===== src/hdl/kpq_pkg.sv =====
// Shared types, constants and register indexes for the Kermit prefix/quote encoder.
// No dependencies; every other file of the block imports this package.
package kpq_pkg;

  localparam logic [7:0] LOW7_MASK  = 8'h7F;
  localparam logic [7:0] QUOTE_FLIP = 8'h40;
  localparam logic [7:0] DEL_CODE   = 8'h7F;
  localparam logic [7:0] PRINT_LO   = 8'h20;
  localparam logic [7:0] PRINT_HI   = 8'h7E;
  localparam logic [7:0] CODE_LF    = 8'h0A;
  localparam logic [7:0] CODE_CR    = 8'h0D;

  // Reset values of the configuration registers
  localparam logic [7:0] RST_PREFIX = 8'h26;  // '&'
  localparam logic [7:0] RST_CTLQ   = 8'h23;  // '#'
  localparam logic [7:0] RST_REPEAT = 8'h7E;  // '~'
  localparam logic       RST_CRLF   = 1'b0;

  // Configuration register indexes
  localparam logic [7:0] CFG_IDX_PREFIX = 8'd0;
  localparam logic [7:0] CFG_IDX_CTLQ   = 8'd1;
  localparam logic [7:0] CFG_IDX_REPEAT = 8'd2;
  localparam logic [7:0] CFG_IDX_CRLF   = 8'd3;

  // Request queue between classifier and emitter
  localparam int QDEPTH = 2;
  localparam int QPTR_W = $clog2(QDEPTH);
  localparam int QCNT_W = $clog2(QDEPTH + 1);

  typedef struct packed {
    logic [7:0] prefix;
    logic [7:0] ctlq;
    logic [7:0] repeat_mk;
    logic       crlf;
  } kpq_cfg_t;

  // How the body of a request is emitted
  typedef enum logic [2:0] {
    KIND_CTL,    // ctlq, ctlq
    KIND_PRE,    // ctlq, prefix
    KIND_REP,    // ctlq, repeat marker
    KIND_PLAIN,  // value itself
    KIND_FLIP    // ctlq, value ^ 64
  } kpq_kind_t;

  typedef struct packed {
    kpq_kind_t  kind;
    logic       hi;     // emit the 8-bit prefix first
    logic [7:0] val;
  } kpq_req_t;

  function automatic logic is_printable(input logic [7:0] v);
    return (v >= PRINT_LO) && (v <= PRINT_HI);
  endfunction

endpackage


===== src/hdl/kermit_prefix_quote_encoder.sv =====
// Top level of the Kermit prefix/quote encoder: config registers, classifier,
// request queue and emitter. Depends on kpq_pkg, kpq_front, kpq_queue, kpq_back.
// A byte's request is first written into the request queue; its first character is
//   then loaded into the emitter's output register and shown on the result ports.
// The emitter walks a byte's one to three characters, one character per cycle while
//   the result side keeps popping; with out_pop low the output register holds.
// Reset (synchronous, rst_n low): queue and emitter empty, registers back to
//   prefix '&', control quote '#', repeat '~', CR/LF translation off.
module kermit_prefix_quote_encoder
  import kpq_pkg::*;
(
  input  logic       clk,
  input  logic       rst_n,
  // input channel
  input  logic       in_push,
  input  logic [7:0] in_byte,
  output logic       in_full,
  // result channel
  output logic       out_empty,
  input  logic       out_pop,
  output logic [7:0] out_char,
  output logic       out_last_of_run,
  // configuration
  input  logic       cfg_valid,
  output logic       cfg_ready,
  input  logic [7:0] cfg_index,
  input  logic [7:0] cfg_data
);

  kpq_cfg_t cfg_r, cfg_nxt;
  kpq_req_t front_req;
  kpq_req_t head_req;
  logic     q_empty;
  logic     q_pop;

  // Configuration writes are always taken; unknown indexes are dropped.
  assign cfg_ready = 1'b1;

  always_comb begin
    cfg_nxt = cfg_r;
    if (cfg_valid) begin
      unique case (cfg_index)
        CFG_IDX_PREFIX: cfg_nxt.prefix    = cfg_data;
        CFG_IDX_CTLQ:   cfg_nxt.ctlq      = cfg_data;
        CFG_IDX_REPEAT: cfg_nxt.repeat_mk = cfg_data;
        CFG_IDX_CRLF:   cfg_nxt.crlf      = cfg_data[0];
        default:        cfg_nxt           = cfg_r;
      endcase
    end
  end

  always_ff @(posedge clk) begin
    if (!rst_n) begin
      cfg_r.prefix    <= RST_PREFIX;
      cfg_r.ctlq      <= RST_CTLQ;
      cfg_r.repeat_mk <= RST_REPEAT;
      cfg_r.crlf      <= RST_CRLF;
    end else begin
      cfg_r <= cfg_nxt;
    end
  end

  // Classify the incoming byte into a single emit request.
  kpq_front u_front (
    .in_byte (in_byte),
    .cfg     (cfg_r),
    .req     (front_req)
  );

  // Hold requests while the emitter works off multi-character ones; the
  // input side stalls only when this queue fills.
  kpq_queue u_queue (
    .clk    (clk),
    .rst_n  (rst_n),
    .push   (in_push),
    .wr_req (front_req),
    .full   (in_full),
    .pop    (q_pop),
    .rd_req (head_req),
    .empty  (q_empty)
  );

  // Expand the head request into characters; flag the final one.
  kpq_back u_back (
    .clk             (clk),
    .rst_n           (rst_n),
    .cfg             (cfg_r),
    .q_req           (head_req),
    .q_empty         (q_empty),
    .q_pop           (q_pop),
    .out_char        (out_char),
    .out_last_of_run (out_last_of_run),
    .out_empty       (out_empty),
    .out_pop         (out_pop)
  );

endmodule


===== src/hdl/kpq_front.sv =====
// Classifier: turns a raw byte into one emit request for the back end.
// Depends on kpq_pkg.
module kpq_front
  import kpq_pkg::*;
(
  input  logic [7:0] in_byte,
  input  kpq_cfg_t   cfg,
  output kpq_req_t   req
);

  logic [7:0] low;

  assign low = in_byte & LOW7_MASK;

  always_comb begin
    req.hi   = 1'b0;
    req.val  = in_byte;
    req.kind = KIND_PLAIN;
    priority if (in_byte == cfg.ctlq) begin
      req.kind = KIND_CTL;
    end else if (in_byte == cfg.prefix) begin
      req.kind = KIND_PRE;
    end else if (in_byte == cfg.repeat_mk) begin
      req.kind = KIND_REP;
    end else if (is_printable(in_byte)) begin
      req.kind = KIND_PLAIN;
    end else if ((in_byte < PRINT_LO) || (in_byte == DEL_CODE)) begin
      // raw CR/LF unless translation is on
      if (((in_byte == CODE_LF) || (in_byte == CODE_CR)) && !cfg.crlf) begin
        req.kind = KIND_PLAIN;
      end else begin
        req.kind = KIND_FLIP;
      end
    end else begin
      req.hi  = 1'b1;
      req.val = low;
      priority if (low == cfg.ctlq) begin
        req.kind = KIND_CTL;
      end else if (low == cfg.prefix) begin
        req.kind = KIND_PRE;
      end else if (low == cfg.repeat_mk) begin
        req.kind = KIND_REP;
      end else if (is_printable(low)) begin
        req.kind = KIND_PLAIN;
      end else begin
        req.kind = KIND_FLIP;
      end
    end
  end

endmodule


===== src/hdl/kpq_queue.sv =====
// Short request queue decoupling the classifier from the emitter.
// Depends on kpq_pkg.
module kpq_queue
  import kpq_pkg::*;
(
  input  logic     clk,
  input  logic     rst_n,
  input  logic     push,
  input  kpq_req_t wr_req,
  output logic     full,
  input  logic     pop,
  output kpq_req_t rd_req,
  output logic     empty
);

  kpq_req_t              mem_r [QDEPTH];
  logic [QPTR_W-1:0]     wr_ptr_r, wr_ptr_nxt;
  logic [QPTR_W-1:0]     rd_ptr_r, rd_ptr_nxt;
  logic [QCNT_W-1:0]     count_r, count_nxt;
  logic                  do_push, do_pop;

  assign full    = (count_r == QCNT_W'(QDEPTH));
  assign empty   = (count_r == '0);
  assign do_push = push && !full;
  assign do_pop  = pop && !empty;
  assign rd_req  = mem_r[rd_ptr_r];

  always_comb begin
    wr_ptr_nxt = wr_ptr_r;
    rd_ptr_nxt = rd_ptr_r;
    count_nxt  = count_r;
    if (do_push) begin
      wr_ptr_nxt = (wr_ptr_r == QPTR_W'(QDEPTH - 1)) ? '0 : wr_ptr_r + 1'b1;
    end
    if (do_pop) begin
      rd_ptr_nxt = (rd_ptr_r == QPTR_W'(QDEPTH - 1)) ? '0 : rd_ptr_r + 1'b1;
    end
    if (do_push && !do_pop) begin
      count_nxt = count_r + QCNT_W'(1);
    end else if (do_pop && !do_push) begin
      count_nxt = count_r - QCNT_W'(1);
    end
  end

  always_ff @(posedge clk) begin
    if (!rst_n) begin
      wr_ptr_r <= '0;
      rd_ptr_r <= '0;
      count_r  <= '0;
    end else begin
      wr_ptr_r <= wr_ptr_nxt;
      rd_ptr_r <= rd_ptr_nxt;
      count_r  <= count_nxt;
    end
  end

  always_ff @(posedge clk) begin
    if (do_push) begin
      mem_r[wr_ptr_r] <= wr_req;
    end
  end

endmodule


===== src/hdl/kpq_back.sv =====
// Emitter: expands the head request into one to three characters, one per
// cycle while the output register is free or being taken, through an output register. Depends on kpq_pkg.
module kpq_back
  import kpq_pkg::*;
(
  input  logic       clk,
  input  logic       rst_n,
  input  kpq_cfg_t   cfg,
  input  kpq_req_t   q_req,
  input  logic       q_empty,
  output logic       q_pop,
  output logic [7:0] out_char,
  output logic       out_last_of_run,
  output logic       out_empty,
  input  logic       out_pop
);

  logic [1:0] step_r, step_nxt;
  logic [7:0] char_r, char_nxt;
  logic       last_r, last_nxt;
  logic       valid_r, valid_nxt;
  logic       load;
  logic [7:0] body0, body1;
  logic [1:0] body_n, count;
  logic [7:0] cur_char;
  logic       cur_last;

  // body characters of the head request
  always_comb begin
    body0  = cfg.ctlq;
    body1  = cfg.ctlq;
    body_n = 2'd2;
    unique case (q_req.kind)
      KIND_CTL:   body1 = cfg.ctlq;
      KIND_PRE:   body1 = cfg.prefix;
      KIND_REP:   body1 = cfg.repeat_mk;
      KIND_PLAIN: begin
        body0  = q_req.val;
        body_n = 2'd1;
      end
      KIND_FLIP:  body1 = q_req.val ^ QUOTE_FLIP;
      default:    body1 = cfg.ctlq;
    endcase
    count = body_n + {1'b0, q_req.hi};
  end

  always_comb begin
    unique case ({q_req.hi, step_r})
      3'b000:  cur_char = body0;
      3'b001:  cur_char = body1;
      3'b100:  cur_char = cfg.prefix;
      3'b101:  cur_char = body0;
      3'b110:  cur_char = body1;
      default: cur_char = body1;
    endcase
    cur_last = (step_r == count - 2'd1);
  end

  // advance when the output register is free or being taken
  assign load  = !valid_r || out_pop;
  assign q_pop = load && !q_empty && cur_last;

  always_comb begin
    step_nxt  = step_r;
    char_nxt  = char_r;
    last_nxt  = last_r;
    valid_nxt = valid_r;
    if (load) begin
      valid_nxt = !q_empty;
      if (!q_empty) begin
        char_nxt = cur_char;
        last_nxt = cur_last;
        step_nxt = cur_last ? 2'd0 : step_r + 2'd1;
      end
    end
  end

  always_ff @(posedge clk) begin
    if (!rst_n) begin
      step_r  <= 2'd0;
      valid_r <= 1'b0;
    end else begin
      step_r  <= step_nxt;
      valid_r <= valid_nxt;
    end
  end

  always_ff @(posedge clk) begin
    char_r <= char_nxt;
    last_r <= last_nxt;
  end

  assign out_char        = char_r;
  assign out_last_of_run = last_r;
  assign out_empty       = !valid_r;

  // mid-request the head must still be in the queue
  a_head_held: assert property (@(posedge clk) disable iff (!rst_n)
    (step_r != 2'd0) |-> !q_empty)
    else $error("emitter mid-request with empty queue");

  a_step_range: assert property (@(posedge clk) disable iff (!rst_n)
    step_r != 2'd3)
    else $error("emitter step out of range");

  a_pop_marks_last: assert property (@(posedge clk) disable iff (!rst_n)
    q_pop |=> (valid_r && last_r))
    else $error("request retired without a final character");

endmodule


===== config.mk =====
export PLATFORM = sky130hd
export DESIGN_NAME = kermit_prefix_quote_encoder
export DESIGN_NICKNAME = d
export VERILOG_FILES = /design/src/hdl/kpq_pkg.sv /design/src/hdl/kermit_prefix_quote_encoder.sv /design/src/hdl/kpq_front.sv /design/src/hdl/kpq_queue.sv /design/src/hdl/kpq_back.sv
export SDC_FILE = /design/constraint.sdc
export NUM_CORES = 1
export LEC_CHECK = 0
export ABC_AREA = 1
export BUFFER_PORTS_ARGS = -buffer_cell sky130_fd_sc_hd__buf_2
export CORE_ASPECT_RATIO = 0.6
export CORE_MARGIN = 3
export CORE_UTILIZATION = 53
export DETAILED_ROUTE_END_ITERATION = 6
export PLACE_DENSITY_LB_ADDON = 0.3
export RECOVER_POWER = 50
export SYNTH_ARGS = -nofsm -noshare
export SYNTH_HDL_FRONTEND = slang
export SYNTH_SLANG_ARGS = --single-unit

===== constraint.sdc =====
create_clock -name clk -period 2.35 [get_ports clk]
set_input_delay 0.235 -clock clk [delete_from_list [all_inputs] [get_ports clk]]
set_output_delay 0.235 -clock clk [all_outputs]
set_load 0.005 [all_outputs]

=== Yosys cells after proc, flatten, opt, wreduce, memory -nomap -nowiden ===
Memory sizes are Yosys's and may differ from the RTL's. A register that Yosys moved wholly into a read port is not among the register bits.
Cells that the tools add are included.

* Equality and inequality tests: 20
* Bitwise gates (word level): 2
* Add/subtract/negate cells: 7
* Reduce and logical (&&, ||, !) cells: 28
* Multiplexer cells: 28
* Order comparisons: 5

{| class="wikitable"
|+ Operators by type and width
! cell !! count
|-
| two-way mux 9 bit || 5
|-
| two-way mux 3 bit || 10
|-
| equality test 7 x 8 -> 1 bit || 3
|-
| equality test 8 bit || 3
|-
| case mux 8 bit (3 select lines) || 1
|-
| equality test 8 x 2 -> 1 bit, second input constant || 2
|-
| equality test 8 x 4 -> 1 bit, second input constant || 2
|-
| case mux 8 bit (2 select lines) || 1
|-
| AND reduction 2 bit || 5
|-
| equality test 3 bit, second input constant || 3
|-
| logical AND 1 bit || 9
|-
| equality test 8 x 1 -> 1 bit, second input constant || 1
|-
| equality test 8 x 7 -> 1 bit, second input constant || 1
|-
| greater-or-equal comparator 8 x 6 -> 1 bit, second input constant || 1
|-
| less-or-equal comparator 8 x 7 -> 1 bit, second input constant || 1
|-
| logical NOT 8 bit || 1
|-
| < comparator 8 x 6 -> 1 bit, second input constant || 1
|-
| two-way mux 2 bit || 4
|-
| two-way mux 8 bit || 1
|-
| greater-or-equal comparator 7 x 6 -> 1 bit, second input constant || 1
|-
| less-or-equal comparator 7 bit, second input constant || 1
|-
| equality test 3 x 2 -> 1 bit, second input constant || 2
|-
| logical NOT 1 bit || 6
|-
| two-way mux 1 bit || 6
|-
| other kinds (13) || 19
|}

* Bits of input ports: 29
* Output and inout port bits: 12
* Memories: 1
* Bits in writable memories: 24
* Register bits after elaboration: 41

{| class="wikitable"
|+ Memories
! name !! words !! width !! rd ports !! clocked after memory_dff !! write ports !! line !! text
|-
| u_queue.mem_r || 2 || 12 || 1 || 1 || 1 || kpq_queue.sv:16 || <nowiki>kpq_req_t mem_r [QDEPTH];</nowiki>
|}

=== Longest topological paths before layout ===
Gate-level depths: netlist of run 1.

* Depth in word-level cells: 11
* Gate-level depth with buffers: 15

=== Hierarchy ===
Synthesis of run 1 repeated with hierarchy kept, for this count alone.

* Cell total of the unflattened synthesis: 530
* Area, all modules: 4072.7 sq um

{| class="wikitable"
|+ By module, submodules not included
! module !! cells each !! seq. area each (sq um) !! area each (sq um) !! times used
|-
| kpq_back || 172 || 330.3 || 1164.9 || 1
|-
| kpq_queue || 75 || 820.8 || 1114.8 || 1
|-
| kermit_prefix_quote_encoder || 152 || 500.5 || 1112.3 || 1
|-
| kpq_front || 131 || 0.0 || 680.7 || 1
|}

=== Least setup slack after synthesis of run 1 ===
Ideal clock, no wire load.

* Path type: reg2reg
* From: register with a tool-made name
* To: register u_queue.count_r[1]
* Stages on the path, launching flop included: 16
* Data required time: 2228 ps
* Buffers on the path: 0
* Arrival: 2422 ps
* Slack: -194 ps
* Cells stage by stage: dfxtp_1 -> inv_4 -> nand2_2 -> o21ai_4 -> nor3_4 -> inv_1 -> ha_1 -> xnor2_1 -> nand2_1 -> nor2_1 -> inv_1 -> ha_1 -> a21oi_1 -> o21ai_0 -> o21ai_0 -> a21oi_1

{| class="wikitable"
|+ RTL lines
! item !! line !! text
|-
| end signal, assigned || kpq_queue.sv:53 || <nowiki>count_r <= count_nxt;</nowiki>
|-
| end, declared || kpq_queue.sv:19 || <nowiki>logic [QCNT_W-1:0] count_r, count_nxt;</nowiki>
|}

==> impl_metrics.toml, run 1 <==
[outcome]
status = "completed"

[grt]
antenna_found_initial = 0
grt_util_all_layers_pct = 25.5
grt_pass1_vias = 2958
gr-total-overflow = 0
grt_pass1_wl_um = 15200
grt_max_degree = 24

[cells_and_area]
antenna_cells = 0
fill_cells = 531
layout-drive-gt1-share_pct = 17.2
syn_to_final_growth_pct = 20.5
final_nets = 546
multiInputGateArea_sq_um = 1750
regArea_sq_um = 1660

[pwr]
seqPwrFrac_pct = 35.1
vdd_drop_max_v = 0.000626
p_sw_share_pct = 32.8
p_int_mw = 2.93
p_comb_share_pct = 31.8
powerDensity_nw_per_um2 = 998
power_leakage_nw = 1.91
clock_power_share_pct = 33.1
switchingPower_mw = 1.43

[clock_network]
cts-buffers-inserted = 9
tritoncts = "yes"
ctsHtreeMaxLevel = 3
cts.sinks = 66
cts.hold.buffers_added = 0
cts_buffer_depth = 2
cts_root_buf = "clkbuf_16"
clkTransAtPathRegs_ps = 60
worstSkewPairLatency_ps = 340

[routing]
drt-pass1-iter-count = 5
route.detailed.drc = 0
vias = 3299
avgRoutedWirePerCell_um = 16.6
ant_nets = 0
drt_iter0_markers = 283
wirelength_um = 10000
viasPerCell = 5.48

[critical_path]
reg2reg_depth = 14
critical_path_class = "reg -> reg"
rr_startpoint = "u_queue.mem_r[0][11]$_DFFE_PP_"
path_depth = 14
critPathBufInv = 2
crit_path_start_kind = "flop"
rrSetupSlack_ps = 8
end_kind = "flop"
cp.arrival_ps = 2570
required_ps = 2570
critPathSlowestCell = "edfxtp_1"
path_cells = "nand2_4 > o21ai_4 > nor3_4 > inv_2 > ha_4 > xnor2_2 > nand2_1 > nor2_2 > inv_2 > ha_4 > a21oi_2 > o21ai_1 > o21ai_1 > a21oi_1"
reg2reg_to = "u_queue.count_r[1]$_SDFFE_PN0P_"
critPathTopFamily = "simple AND/OR/NAND/NOR gates"
crit_fanout = 3
slowest_delay_ps = 450

[sta]
period_needed_ps = 2340
tns_ps = 0
clock_skew_ps = 9.94
rsz0062_at_grt = "true"
post-route-period-util_pct = 99.7
timing.final.hold_violations = 0
setup_viol = 0
fmaxAchievable_ghz = 0.427
tightest_slew_ps = 759
slew_violations = 0
maxSlewHeadroom_pct = 48.9
timing.hold.ws_ps = 149

[die]
num_rows = 22
dieWidth_um = 113
die_h_um = 70.1
die-area_sq_um = 7920
ios = 41
coreArea_sq_um = 6360
start_util_pct = 57.1

[yosys]
yosys.area.top_type_share_pct = 27.3
synth.distinct_cells = 42
syn_area_per_cell_sq_um = 8.02
netlist_area_sq_um = 3630
syn_nets = 486
synth.most_common_cell = "nand2_1"
synth_top_cells_by_count = "nand2_1 (112), nor2_1 (65), inv_1 (56)"
yosysWarningCount = 0
synth_flop_cell = "edfxtp_1"
yosys_register_bits = 66
yosysTopAreaCell = "edfxtp_1"
synthCells = 453
synth_edf_count = 33
ys_seq_area_share_pct = 45.5
async_flop_share_pct = 0
yosys-top-cells-area = "edfxtp_1 (27%), dfxtp_1 (18%), nand2_1 (12%)"

[placed_design]
gp_congestion = 0.956
io_buffers = 39
dp_hpwl_um = 7350

[hold_path]
hold_end = "cfg_r[10]$_SDFFE_PN1P_"
holdPathStages = 3
worstHoldStart = "cfg_data[1]"
hold_path.class = "in -> reg"

[flow_run]
maxCapViolCount = 0
==> cells in the final DEF, fill, tap and decap left out, types with 2 or more instances in the layout <==
master / Yosys / final
inv_2: 0 / 2
o211ai_1: 19 / 19
nor3_1: 9 / 9
nand3_4: 3 / 3
clkinv_1: 2 / 2
nor2_2: 1 / 2
o21ai_2: 5 / 4
o21ai_4: 1 / 2
clkbuf_16: 0 / 9
buf_4: 1 / 16
mux2i_1: 7 / 7
clkinv_2: 0 / 2
nor3_2: 2 / 2
bufinv_16: 0 / 2
clkbuf_1: 5 / 15
nand3_1: 14 / 14
buf_2: 1 / 26
dfxtp_1: 33 / 32
edfxtp_1: 33 / 33
xnor2_1: 7 / 6
ha_1: 4 / 2
o21ai_1: 6 / 8
ha_4: 0 / 2
nand2_1: 112 / 111
a21oi_1: 18 / 17
nand4_1: 6 / 6
o21ai_0: 14 / 12
inv_1: 56 / 54
nand2_4: 1 / 2
a211oi_1: 6 / 6
xor2_1: 6 / 6
nor2_1: 65 / 64
==> worst min-delay path, delay by kind of cell <==
family / cells / cell delay, ps
AND/OR/NAND/NOR: 1 / 50
buffers and inverters: 1 / 100
AO/OA/AOI/OAI: 1 / 60
==> power by group through the flow <==
| stage | Clock [mW] | Sequential (mW) | Combinational (mW) |
|---|---|---|---|
| floorplan | 0 | 1.55 | 0.785 |
| global placement | 0 | 1.54 | 1.21 |
| detailed placement | 0 | 1.55 | 1.25 |
| CTS | 1.44 | 1.53 | 1.30 |
| global route | 1.52 | 1.55 | 1.50 |
| finish | 1.45 | 1.53 | 1.39 |
==> what timing repair did <==
action                     in CTS  in global routing
gates resized for setup         3                  7
hold endpoints to repair        0                  0
setup endpoints to repair       1                  2
gates cloned                    0                  0
setup buffers                   0                  5
pin swaps                       1                  4
==> sequential cells by signal, indices dropped and copies added (netlist names), named ones only <==
register,count
u_back.valid_r,1
u_queue.rd_ptr_r,1
u_queue.mem_r,24
cfg_r,25
u_back.out_char,8
u_back.step_r,2
u_queue.count_r,2
u_back.out_last_of_run,1
u_queue.wr_ptr_r,1
==> per-stage QoR <==
stage / power (mW) / util, % / cell area, sq um / std cells / worst slack [ps]
finish: 4.37 / 68.9 / 4380 / 602 / 8.19
CTS: 4.28 / 68.2 / 4330 / 597 / 9.73
detailed placement: 2.81 / 62.9 / 4000 / 581 / -117
global route: 4.58 / 68.9 / 4380 / 602 / -94.2
floorplan: 2.34 / - / 3650 / 453 / 10.0
global placement: 2.75 / 62.9 / 4000 / 581 / 85.0
==> logic make-up (layout without fill, tap and decap cells) <==
group                      after synthesis  in the layout  synth area share [%]
and+or+nand+nor                        221            221                  27.1
other                                    1              1                 0.103
muxes                                    7              7                  1.93
buffers and inverters                   68            133                  7.65
AOI/OAI and AO/OA                       73             73                  13.3
DFF                                     66             66                  45.5
adders and majority gates                4              4                  1.38
xor gates and xnor gates                13             13                  3.13
==> routing by layer <==
layer,wire length (um),global-route usage [%],vias up,part of all wire [%]
li1,-,-,1626,-
met1,4380,35.1,1482,44
met2,4240,35.8,169,42
met3,1260,11.3,22,13
met4,146,7.73,0,1.5
met5,0,0,-,0
==> worst max path at each step <==
stage	from	to	slack, ps
floorplan	flop	u_queue.count_r[1]$_SDFFE_PN0P_	10
finish	u_queue.mem_r[0][11]$_DFFE_PP_	u_queue.count_r[1]$_SDFFE_PN0P_	8
global route	flop	u_queue.count_r[1]$_SDFFE_PN0P_	-90
global placement	flop	u_queue.count_r[1]$_SDFFE_PN0P_	90
detailed placement	flop	u_queue.count_r[1]$_SDFFE_PN0P_	-120
CTS	flop	u_queue.count_r[1]$_SDFFE_PN0P_	10
==> layout make-up <==
type / count / area share [%]
clock inverters: 5 / 1.77
clock buffers: 11 / 5.54
inverters: 59 / 5.17
flip-flops and latches: 66 / 37.8
repair buffers: 58 / 7.29
well taps: 84 / 2.40
multi-input cells: 319 / 40.0
(Power assumes the default switching activity.)
==> run 2: changes to the inputs <==
--- a/config.mk
+++ b/config.mk
@@ -9,9 +9,9 @@
 export BUFFER_PORTS_ARGS = -buffer_cell sky130_fd_sc_hd__buf_2
 export CORE_ASPECT_RATIO = 0.6
 export CORE_MARGIN = 3
-export CORE_UTILIZATION = 53
+export CORE_UTILIZATION = 32
 export DETAILED_ROUTE_END_ITERATION = 6
-export PLACE_DENSITY_LB_ADDON = 0.3
+export PLACE_DENSITY_LB_ADDON = 0.25
 export RECOVER_POWER = 50
 export SYNTH_ARGS = -nofsm -noshare
 export SYNTH_HDL_FRONTEND = slang
==> run 2 against run 1 <==
Against the previous run:
- flip-flop and latch count unchanged
- die area increased by 61%
- largest cell class unchanged
- non-clock buffer count decreased by 2
- critical path type unchanged
==> impl_metrics.toml, run 2 (synthesis gave the netlist of run 1 again) <==
[clock_network]
cts.sinks = 66
cts_root_buf = "clkbuf_16"
clkTransAtPathRegs_ps = 50
ctsHtreeMaxLevel = 3
cts-buffers-inserted = 9
tritoncts = "yes"
cts_buffer_depth = 2
worstSkewPairLatency_ps = 330

[outcome]
status = "completed"

[cells_and_area]
multiInputGateArea_sq_um = 1770
largest_reg_flops = 25
final_common_cell = "nand2_1"
fill_cells = 1113
final_nets = 544
layout_common_cells = "nand2_1 (110), nor2_1 (64), inv_1 (54), edfxtp_1 (33), dfxtp_1 (32)"
regArea_sq_um = 1660
final_area_sq_um = 4390
syn_to_final_growth_pct = 20.8
antenna_cells = 0
layout-drive-gt1-share_pct = 15.9
top_register = "cfg_r"

[grt]
grt_pass1_vias = 2933
grt_max_degree = 25
gr-total-overflow = 0
grt_pass1_wl_um = 16400
grt_util_all_layers_pct = 17.5
antenna_found_initial = 0

[sta]
tns_ps = 0
setup_viol = 0
clock_skew_ps = 7.84
tightest_slew_ps = 871
timing.final.hold_violations = 0
slew_violations = 0
period_needed_ps = 2210
fmaxAchievable_ghz = 0.453
post-route-period-util_pct = 93.9
maxSlewHeadroom_pct = 42.0
timing.hold.ws_ps = 136
timing.final.ws_setup_ps = 143

[die]
num_rows = 29
die_h_um = 88.5
ios = 41
coreArea_sq_um = 10800
start_util_pct = 33.6
die-area_sq_um = 12700
dieWidth_um = 144

[placed_design]
placed_cell_area_sq_um = 4070
dp_hpwl_um = 7790
gp_congestion = 0.852
preCtsSetupSlack_ps = -17.7
io_buffers = 39

[critical_path]
rrSetupSlack_ps = 140
crit_path_start_kind = "flop"
path_cells = "inv_4 > nand2_2 > o21ai_4 > nor3_4 > inv_2 > ha_4 > xnor2_2 > nand2_2 > nor2_4 > inv_2 > ha_4 > a21oi_2 > o21ai_2 > o21ai_1 > a21oi_1"
slowest_delay_ps = 420
critical_path_class = "reg -> reg"
critPathSlowestCell = "dfxtp_4"
cp.arrival_ps = 2420
required_ps = 2570
crit_fanout = 7
end_kind = "flop"

[pwr]
powerDensity_nw_per_um2 = 955
power_leakage_nw = 1.87
vdd_drop_max_v = 0.000472

[routing]
route.detailed.drc = 0
wirelength_um = 10400
drt_iter0_markers = 329
avgRoutedWirePerCell_um = 15.9
drt-pass1-iter-count = 5
vias = 3211
viasPerCell = 4.91
ant_nets = 0

[hold_path]
worstHoldStart = "cfg_data[4]"
hold_path.class = "in -> reg"

[flow_run]
maxCapViolCount = 0
[run 2: metal layers]
metal  track usage, %  vias to the layer above  wire (um)
met5                0                        -          0
met4             4.53                        0        109
met3             5.18                        9        971
met2             21.7                      130       3810
met1             28.4                     1460       5530
li1                 -                     1612          -
[run 2: critical path: cells and delay by family, from the launching register on]
kind | cells | cell delay (ps)
fa+ha+maj | 2 | 480
compound gates | 5 | 440
flops | 1 | 420
simple gates | 4 | 400
buf+inv | 3 | 200
xor+xnor | 1 | 150
[run 2: stage by stage]
stage                     utilization, %  std cells  power [mW]
final                               40.6        654        4.19
after floorplan                        -        453        2.34
after global routing                40.6        654        4.44
after global placement              37.7        637        2.84
after CTS                           40.6        653        4.18
after detailed placement            37.7        637        2.85
[run 2: final cells by class]
class	instances	share of cell area [%]
Sequential cell	66	37.7
Clock inverter	5	1.05
Multi-Input combinational cell	319	40.3
Clock buffer	10	5.22
Tap cell	139	3.96
Inverter	59	5.10
Timing Repair Buffer	56	6.67
[run 2: path summary, 6_finish.rpt]
check	to	depth (start not counted)
worst max-delay path	u_queue.count_r[1]$_SDFFE_PN0P_	15
worst min-delay path	cfg_r[5]$_SDFFE_PN1P_	3
worst max register to register	u_queue.count_r[1]$_SDFFE_PN0P_	15
worst min register to register	flop	2
[run 2: repair_timing]
action,CTS,global route
setup buffers,1,2
hold buffers,0,0
pin swaps,1,6
endpoints found under the setup margin,1,4
gates resized for setup,3,8
[run 2: power breakdown]
| part | switching (mW) | total, mW | internal (mW) |
|---|---|---|---|
| clock | 0.467 | 1.27 | 0.801 |
| sequential | 0.0743 | 1.53 | 1.46 |
| combinational | 0.877 | 1.39 | 0.515 |
